===== src/rtl/core/swsfr_pkg.sv =====
// ----------------------------------------------------------------------------
// Single-wire sensor frame receiver package
// Shared constants, register indexes and types for the frame receiver.
// ----------------------------------------------------------------------------
package swsfr_pkg;

  localparam int FRAME_BITS     = 40;
  localparam int TIME_WIDTH_DEF = 32;
  localparam int EDGE_W         = 32;
  localparam int CNT_W          = $clog2(FRAME_BITS + 1);
  localparam int CFG_ADDR_W     = 4;
  localparam int CFG_DATA_W     = 32;
  localparam int OUT_TDATA_W    = 88;

  localparam logic [15:0] HOST_MIN_RST = 16'd500;
  localparam logic [15:0] HOST_MAX_RST = 16'd30000;
  localparam logic [9:0]  ONE_THR_RST  = 10'd88;

  localparam logic [1:0] REG_HOST_MIN = 2'd0;
  localparam logic [1:0] REG_HOST_MAX = 2'd1;
  localparam logic [1:0] REG_ONE_THR  = 2'd2;

  typedef struct packed {
    logic [15:0] host_pulse_min_us;
    logic [15:0] host_pulse_max_us;
    logic [9:0]  one_bit_threshold_us;
  } cfg_t;

  typedef struct packed {
    logic               checksum_ok;
    logic [7:0]         checksum_byte;
    logic signed [15:0] temperature;
    logic [15:0]        humidity;
    logic [39:0]        raw_frame;
  } result_t;

endpackage


===== src/rtl/core/single_wire_sensor_frame_receiver.sv =====
// ----------------------------------------------------------------------------
// Single-wire sensor frame receiver
// Decodes falling-edge timestamps of a single-wire sensor line into frames.
// ----------------------------------------------------------------------------
// Output: a result is valid on m_tvalid in the cycle after its final edge is accepted.
// Throughput: one edge request per cycle; the phase machine and shift register
// update in a single pass, and s_tready drops only while a result waits unread.
// Reset: synchronous; registers other than the held result return to their defaults and the receiver to idle.
module single_wire_sensor_frame_receiver #(
  parameter int TIME_WIDTH = swsfr_pkg::TIME_WIDTH_DEF
) (
  input  logic                                clk,
  input  logic                                rst,
  input  logic                                s_tvalid,
  output logic                                s_tready,
  // edge_time_us[31:0]
  input  logic [swsfr_pkg::EDGE_W-1:0]        s_tdata,
  output logic                                m_tvalid,
  input  logic                                m_tready,
  // raw_frame[39:0], humidity[55:40], temperature[71:56], checksum_byte[79:72],
  // checksum_ok[80], zero fill[87:81]
  output logic [swsfr_pkg::OUT_TDATA_W-1:0]   m_tdata,
  input  logic                                psel,
  input  logic                                penable,
  input  logic                                pwrite,
  input  logic [swsfr_pkg::CFG_ADDR_W-1:0]    paddr,
  input  logic [swsfr_pkg::CFG_DATA_W-1:0]    pwdata,
  output logic [swsfr_pkg::CFG_DATA_W-1:0]    prdata,
  output logic                                pready
);

  swsfr_pkg::cfg_t                    cfg;
  swsfr_pkg::result_t                 result;
  swsfr_pkg::result_t                 result_q;
  logic                               in_fire;
  logic                               frame_valid;
  logic [swsfr_pkg::FRAME_BITS-1:0]   frame;

  assign in_fire = s_tvalid && s_tready;

  swsfr_cfg u_cfg (
    .clk     (clk),
    .rst     (rst),
    .psel    (psel),
    .penable (penable),
    .pwrite  (pwrite),
    .paddr   (paddr),
    .pwdata  (pwdata),
    .prdata  (prdata),
    .pready  (pready),
    .cfg     (cfg)
  );

  swsfr_rx #(
    .TIME_WIDTH (TIME_WIDTH)
  ) u_rx (
    .clk          (clk),
    .rst          (rst),
    .cfg          (cfg),
    .in_fire      (in_fire),
    .edge_time_us (s_tdata),
    .frame_valid  (frame_valid),
    .frame        (frame)
  );

  swsfr_fmt u_fmt (
    .frame  (frame),
    .result (result)
  );

  swsfr_out u_out (
    .clk        (clk),
    .rst        (rst),
    .load       (frame_valid),
    .result_in  (result),
    .in_ready   (s_tready),
    .out_valid  (m_tvalid),
    .out_ready  (m_tready),
    .result_out (result_q)
  );

  assign m_tdata = {7'd0, result_q.checksum_ok, result_q.checksum_byte,
                    result_q.temperature, result_q.humidity, result_q.raw_frame};

endmodule


===== src/rtl/core/swsfr_cfg.sv =====
// ----------------------------------------------------------------------------
// Configuration registers
// APB-style register file for the pulse window and the bit threshold.
// ----------------------------------------------------------------------------
module swsfr_cfg (
  input  logic                                clk,
  input  logic                                rst,
  input  logic                                psel,
  input  logic                                penable,
  input  logic                                pwrite,
  input  logic [swsfr_pkg::CFG_ADDR_W-1:0]    paddr,
  input  logic [swsfr_pkg::CFG_DATA_W-1:0]    pwdata,
  output logic [swsfr_pkg::CFG_DATA_W-1:0]    prdata,
  output logic                                pready,
  output swsfr_pkg::cfg_t                     cfg
);

  logic       wr_en;
  logic [1:0] reg_idx;

  assign pready  = 1'b1;
  assign wr_en   = psel && penable && pwrite;
  assign reg_idx = paddr[3:2];

  always_ff @(posedge clk) begin
    if (rst) begin
      cfg.host_pulse_min_us    <= swsfr_pkg::HOST_MIN_RST;
      cfg.host_pulse_max_us    <= swsfr_pkg::HOST_MAX_RST;
      cfg.one_bit_threshold_us <= swsfr_pkg::ONE_THR_RST;
    end else if (wr_en) begin
      case (reg_idx)
        swsfr_pkg::REG_HOST_MIN: cfg.host_pulse_min_us    <= pwdata[15:0];
        swsfr_pkg::REG_HOST_MAX: cfg.host_pulse_max_us    <= pwdata[15:0];
        swsfr_pkg::REG_ONE_THR:  cfg.one_bit_threshold_us <= pwdata[9:0];
        default: ;
      endcase
    end
  end

  always_comb begin
    case (reg_idx)
      swsfr_pkg::REG_HOST_MIN: prdata = {16'd0, cfg.host_pulse_min_us};
      swsfr_pkg::REG_HOST_MAX: prdata = {16'd0, cfg.host_pulse_max_us};
      swsfr_pkg::REG_ONE_THR:  prdata = {22'd0, cfg.one_bit_threshold_us};
      default:                 prdata = '0;
    endcase
  end

endmodule


===== src/rtl/core/swsfr_rx.sv =====
// ----------------------------------------------------------------------------
// Edge receiver
// Phase machine and bit shift register driven by falling-edge timestamps.
// ----------------------------------------------------------------------------
module swsfr_rx #(
  parameter int TIME_WIDTH = swsfr_pkg::TIME_WIDTH_DEF
) (
  input  logic                                 clk,
  input  logic                                 rst,
  input  swsfr_pkg::cfg_t                      cfg,
  input  logic                                 in_fire,
  input  logic [swsfr_pkg::EDGE_W-1:0]         edge_time_us,
  output logic                                 frame_valid,
  output logic [swsfr_pkg::FRAME_BITS-1:0]     frame
);

  typedef enum logic [1:0] {
    PH_IDLE = 2'd0,
    PH_HOST = 2'd1,
    PH_ACK  = 2'd2,
    PH_BITS = 2'd3
  } phase_t;

  phase_t                             phase;
  logic [swsfr_pkg::CNT_W-1:0]        bit_count;
  logic [TIME_WIDTH-1:0]              last_edge_time;
  logic [swsfr_pkg::FRAME_BITS-1:0]   bit_shift;

  logic [TIME_WIDTH-1:0]              now;
  logic [TIME_WIDTH-1:0]              elapsed;
  logic                               in_window;
  logic                               bit_in;
  logic                               last_bit;
  logic [swsfr_pkg::CNT_W-1:0]        bit_count_next;
  logic [swsfr_pkg::FRAME_BITS-1:0]   bit_shift_next;

  assign now       = TIME_WIDTH'(edge_time_us);
  assign elapsed   = now - last_edge_time;
  assign in_window = (elapsed >= TIME_WIDTH'(cfg.host_pulse_min_us)) &&
                     (elapsed <= TIME_WIDTH'(cfg.host_pulse_max_us));
  assign bit_in    = elapsed >= TIME_WIDTH'(cfg.one_bit_threshold_us);

  assign bit_count_next = bit_count + 1'b1;
  assign bit_shift_next = {bit_shift[swsfr_pkg::FRAME_BITS-2:0], bit_in};
  assign last_bit       = bit_count == swsfr_pkg::CNT_W'(swsfr_pkg::FRAME_BITS - 1);

  assign frame_valid = in_fire && (phase == PH_BITS) && last_bit;
  assign frame       = bit_shift_next;

  always_ff @(posedge clk) begin
    if (rst) begin
      phase          <= PH_IDLE;
      bit_count      <= '0;
      last_edge_time <= '0;
      bit_shift      <= '0;
    end else if (in_fire) begin
      case (phase)
        PH_IDLE: begin
          last_edge_time <= now;
          phase          <= PH_HOST;
        end
        PH_HOST: begin
          phase <= in_window ? PH_ACK : PH_IDLE;
        end
        PH_ACK: begin
          phase          <= PH_BITS;
          bit_count      <= '0;
          bit_shift      <= '0;
          last_edge_time <= now;
        end
        PH_BITS: begin
          bit_shift <= bit_shift_next;
          bit_count <= bit_count_next;
          if (last_bit) begin
            phase <= PH_IDLE;
          end else begin
            last_edge_time <= now;
          end
        end
        default: phase <= PH_IDLE;
      endcase
    end
  end

  a_count_range: assert property (@(posedge clk) disable iff (rst)
    bit_count <= swsfr_pkg::CNT_W'(swsfr_pkg::FRAME_BITS))
    else $error("bit count beyond frame length");

  a_ack_starts_frame: assert property (@(posedge clk) disable iff (rst)
    in_fire && (phase == PH_ACK) |=> (phase == PH_BITS) && (bit_count == '0))
    else $error("acknowledge edge did not start a frame");

  a_frame_to_idle: assert property (@(posedge clk) disable iff (rst)
    frame_valid |=> (phase == PH_IDLE))
    else $error("receiver not idle after frame");

  a_idle_holds: assert property (@(posedge clk) disable iff (rst)
    !in_fire |=> $stable(phase) && $stable(bit_count))
    else $error("receiver state moved without an edge");

endmodule


===== src/rtl/core/swsfr_fmt.sv =====
// ----------------------------------------------------------------------------
// Frame formatter
// Splits a received frame into humidity, temperature and checksum fields.
// ----------------------------------------------------------------------------
module swsfr_fmt (
  input  logic [swsfr_pkg::FRAME_BITS-1:0] frame,
  output swsfr_pkg::result_t               result
);

  logic [7:0]  b0;
  logic [7:0]  b1;
  logic [7:0]  b2;
  logic [7:0]  b3;
  logic [7:0]  b4;
  logic [15:0] mag;
  logic [7:0]  sum;

  assign b0  = frame[39:32];
  assign b1  = frame[31:24];
  assign b2  = frame[23:16];
  assign b3  = frame[15:8];
  assign b4  = frame[7:0];
  assign mag = {1'b0, b2[6:0], b3};
  assign sum = b0 + b1 + b2 + b3;

  always_comb begin
    result.raw_frame     = frame;
    result.humidity      = {b0, b1};
    result.temperature   = b2[7] ? -$signed(mag) : $signed(mag);
    result.checksum_byte = b4;
    result.checksum_ok   = sum == b4;
  end

endmodule


===== src/rtl/core/swsfr_out.sv =====
// ----------------------------------------------------------------------------
// Result register
// Holds one result until the downstream side takes it.
// ----------------------------------------------------------------------------
module swsfr_out (
  input  logic               clk,
  input  logic               rst,
  input  logic               load,
  input  swsfr_pkg::result_t result_in,
  output logic               in_ready,
  output logic               out_valid,
  input  logic               out_ready,
  output swsfr_pkg::result_t result_out
);

  assign in_ready = !out_valid || out_ready;

  always_ff @(posedge clk) begin
    if (rst) begin
      out_valid <= 1'b0;
    end else if (load) begin
      out_valid <= 1'b1;
    end else if (out_ready) begin
      out_valid <= 1'b0;
    end
  end

  always_ff @(posedge clk) begin
    if (load) begin
      result_out <= result_in;
    end
  end

endmodule

===== config.mk =====
export PLATFORM = sky130hd
export DESIGN_NAME = single_wire_sensor_frame_receiver
export DESIGN_NICKNAME = d
export VERILOG_FILES = /design/src/rtl/core/swsfr_pkg.sv /design/src/rtl/core/single_wire_sensor_frame_receiver.sv /design/src/rtl/core/swsfr_cfg.sv /design/src/rtl/core/swsfr_rx.sv /design/src/rtl/core/swsfr_fmt.sv /design/src/rtl/core/swsfr_out.sv
export SDC_FILE = /design/constraint.sdc
export NUM_CORES = 1
export LEC_CHECK = 0
export BUFFER_PORTS_ARGS = -buffer_cell sky130_fd_sc_hd__buf_2
export CAP_MARGIN = 20
export CORE_MARGIN = 2
export CORE_UTILIZATION = 63
export DETAILED_ROUTE_END_ITERATION = 12
export GPL_TIMING_DRIVEN = 1
export PLACE_DENSITY_LB_ADDON = 0.15
export SYNTH_ARGS = -nofsm -noshare
export SYNTH_HDL_FRONTEND = slang
export SYNTH_HIERARCHICAL = 1
export SYNTH_SLANG_ARGS = --single-unit
export TNS_END_PERCENT = 50

===== constraint.sdc =====
create_clock -name clk -period 9.3 [get_ports clk]
set_clock_uncertainty 0.1 [all_clocks]
set_input_delay 0.465 -clock clk [delete_from_list [all_inputs] [get_ports clk]]
set_output_delay 0.465 -clock clk [all_outputs]
set_load 0.1 [all_outputs]

==> results.tsv <==
metric	value	unit
fin_cells	1705	
p_per_area	167	nW/um^2
maxSlewHeadroom	35.1	%
tns	0	ns
hold_class	input port to flop	
ys_seq_elements	203	
fill_cells	1578	
routed_wl	26800	um
drtIter0Drc	600	
syn2layout_area_growth	9.18	%
syn_avg_cell_area	9.08	um^2
die_h	144	um
grt_pass1_vias	8811	
min_to	u_rx/last_edge_time[0]	
worst-setup-path-type	flop to flop	
drc	0	
gp_congestion	0.920	
setup_violations	0	
final.period_utilization	50.1	%
preCtsSetupSlack	4.42	ns
cts-root-buf	clkbuf_16	
drt-pass1-iter-count	5	
min_from	s_tdata[0]	
cp.required	9.55	ns
r2r_slack	4.64	ns
cp-start-kind	flop	
postSynthCellCount	1365	
worst_pin_slew	0.971	ns
cts_htree_levels	1	
dp.cells	1662	
clk_path_buf_depth	3	
whs_path_depth	3	
grt_usage	25.4	%
start_util	63.9	%
grt_overflow_total	0	
insertion_delay	0.50	ns
cts_setup_buffers	0	
num_rows	51	
drv_cap	0	
grt_start_max_net_pins	79	
final_area	13500	um^2
pin_count	198	
endpoint_kind	flop	
antenna_found_initial	2	
finalHoldViolCount	0	
clkTransAtPathRegs	0.06	ns
core	19400	um^2
cts_buffers	22	
path_max_fanout	5	
worstPathArrival	4.90	ns
via_count	9587	
slew_viol_final	0	
wl_per_cell	15.7	um
ys_seq_area_share	39.3	%
synth_edf_count	81	
r2r_end	u_out/result_out[80]	
drive_gt1_share	15.8	%
clock_sinks	203	
worst_slack	4.64	ns
place_area	12700	um^2
synth_cell_types	73	
synth_area	12400	um^2
ys_async_sr_fraction	0	%
hold_buffers	0	
ctsResizeCount	0	
fmax	215	MHz
place_hpwl	19400	um
die_area	20800	um^2
ir_drop	0.154	mV
reg2reg_depth	15	
ys.warnings.count	6	
io_buffer_count	155	
rr_startpoint	u_rx/last_edge_time[0]	
die_w	144	um
layout.nets	1592	
drtAntennaViolNets	0	
leakage	0.00591	uW
viasPerCell	5.62	
status	finished, final reports clean	
cts_tree	built	
whs	0.115	ns
min_period	4.66	ns
rsz0062_at_grt	false	
grt_pass1_wl	42700	um
synth_flop_cell	dfxtp_1	
[layer usage]
metal	vias to the layer above	wire length, um	GRT usage (%)
met5	-	0	0
li1	4736	-	-
met3	54	1430	3.34
met4	0	675	8.43
met1	4491	11400	32.2
met2	306	13300	44.8
[stage by stage]
stage	util (%)	power [uW]
floorplan	-	1280
global route	69.7	2360
finish	69.7	2260
CTS	69.6	2270
global placement	65.6	1350
detailed placement	65.6	1360
[power breakdown]
group | total [uW] | switching, uW | internal [uW]
logic | 415 | 277 | 138
registers | 935 | 6.14 | 929
clock network | 909 | 356 | 553
total | 2260 | 639 | 1620
[critical path, stage by stage (launching register included)]
cell	delay (ns)
dfxtp_1	0.32
ha_1	0.21
fa_1	0.42
and2b_1	0.26
o2111ai_2	0.17
a21o_1	0.29
a211o_1	0.35
nor2b_1	0.15
or4_1	0.50
or3_1	0.39
nor4_2	0.24
nand4b_1	0.27
xor2_1	0.24
nor4_1	0.33
nand3_1	0.13
nor3_1	0.14
[Yosys cell counts (4+ instances only)]
library cell	n	area, um^2
clkbuf_1	42	158
xor2_1	18	158
buf_2	11	55.1
buf_1	5	18.8
nor3_1	18	90.1
buf_4	93	698
fa_1	15	300
and2_1	5	31.3
nor2b_1	12	75.1
o21ai_0	42	210
o211ai_1	6	45.0
or3_1	10	62.6
ha_1	80	1000
a211o_1	5	43.8
o31ai_1	6	45.0
xnor2_1	36	315
o21a_1	12	90.1
nor3b_1	4	30.0
nand2b_1	45	282
o21ai_1	6	30.0
a21o_1	21	158
nand3_1	51	255
nor2_1	77	289
a211oi_1	6	45.0
or2_2	4	25.0
dfxtp_1	122	2440
nand2_1	160	601
a31oi_1	6	37.5
nand4_1	18	113
nor4_1	5	31.3
a21oi_1	118	591
inv_1	94	353
edfxtp_1	81	2430
mux2i_1	64	641
[area by class of cell]
type	instances	area [um^2]	area share, %
Clock inverter	13	155	1.15
Tap cell	265	332	2.45
Clock buffer	27	611	4.51
Inverter	94	353	2.61
Timing Repair Buffer	163	862	6.37
Antenna cell	2	5.00	0.0370
Sequential cell	203	4870	36.0
Multi-Input combinational cell	938	6340	46.8
[flip-flops by register name (all words and copies together) (netlist names), named ones only]
name / count
u_cfg/cfg: 42
u_rx/last_edge_time: 32
u_rx/bit_shift: 39
u_rx/phase: 1
u_out/result_out: 81
u_out/out_valid: 1
u_rx/bit_count: 6
[kinds of logic after synthesis]
| kind of cell | share of synthesized area (%) |
|---|---|
| AOI/OAI and AO/OA | 13.1 |
| buffers and inverters | 10.3 |
| adders and majority gates | 10.6 |
| muxes | 5.17 |
| xor gates and xnor gates | 4.00 |
| and+or+nand+nor | 17.4 |
| other | 0.0909 |
| DFF | 39.3 |
[placed cells by master, fill, tap and decap left out, drive strengths merged, types with 21 or more instances in the layout]
cell,count
buf,163
nand2,160
dfxtp,122
a21oi,119
inv,96
edfxtp,81
ha,80
nor2,77
mux2i,64
nand3,52
o21ai,48
nand2b,46
xnor2,36
clkbuf,27
conb,24
a21o,21
[worst max-delay path by stage]
stage | startpoint | depth (start not counted) | endpoint
CTS | u_rx/last_edge_time[0] | 15 | u_out/result_out[80]
global placement | s_tdata[0] | 17 | u_out/result_out[80]
detailed placement | s_tdata[0] | 17 | u_out/result_out[80]
global route | u_rx/last_edge_time[0] | 15 | u_out/result_out[80]
floorplan | u_out/out_valid | 6 | u_out/result_out[0]
finish | u_rx/last_edge_time[0] | 15 | u_out/result_out[80]
Power figures use the tool's default switching activity.
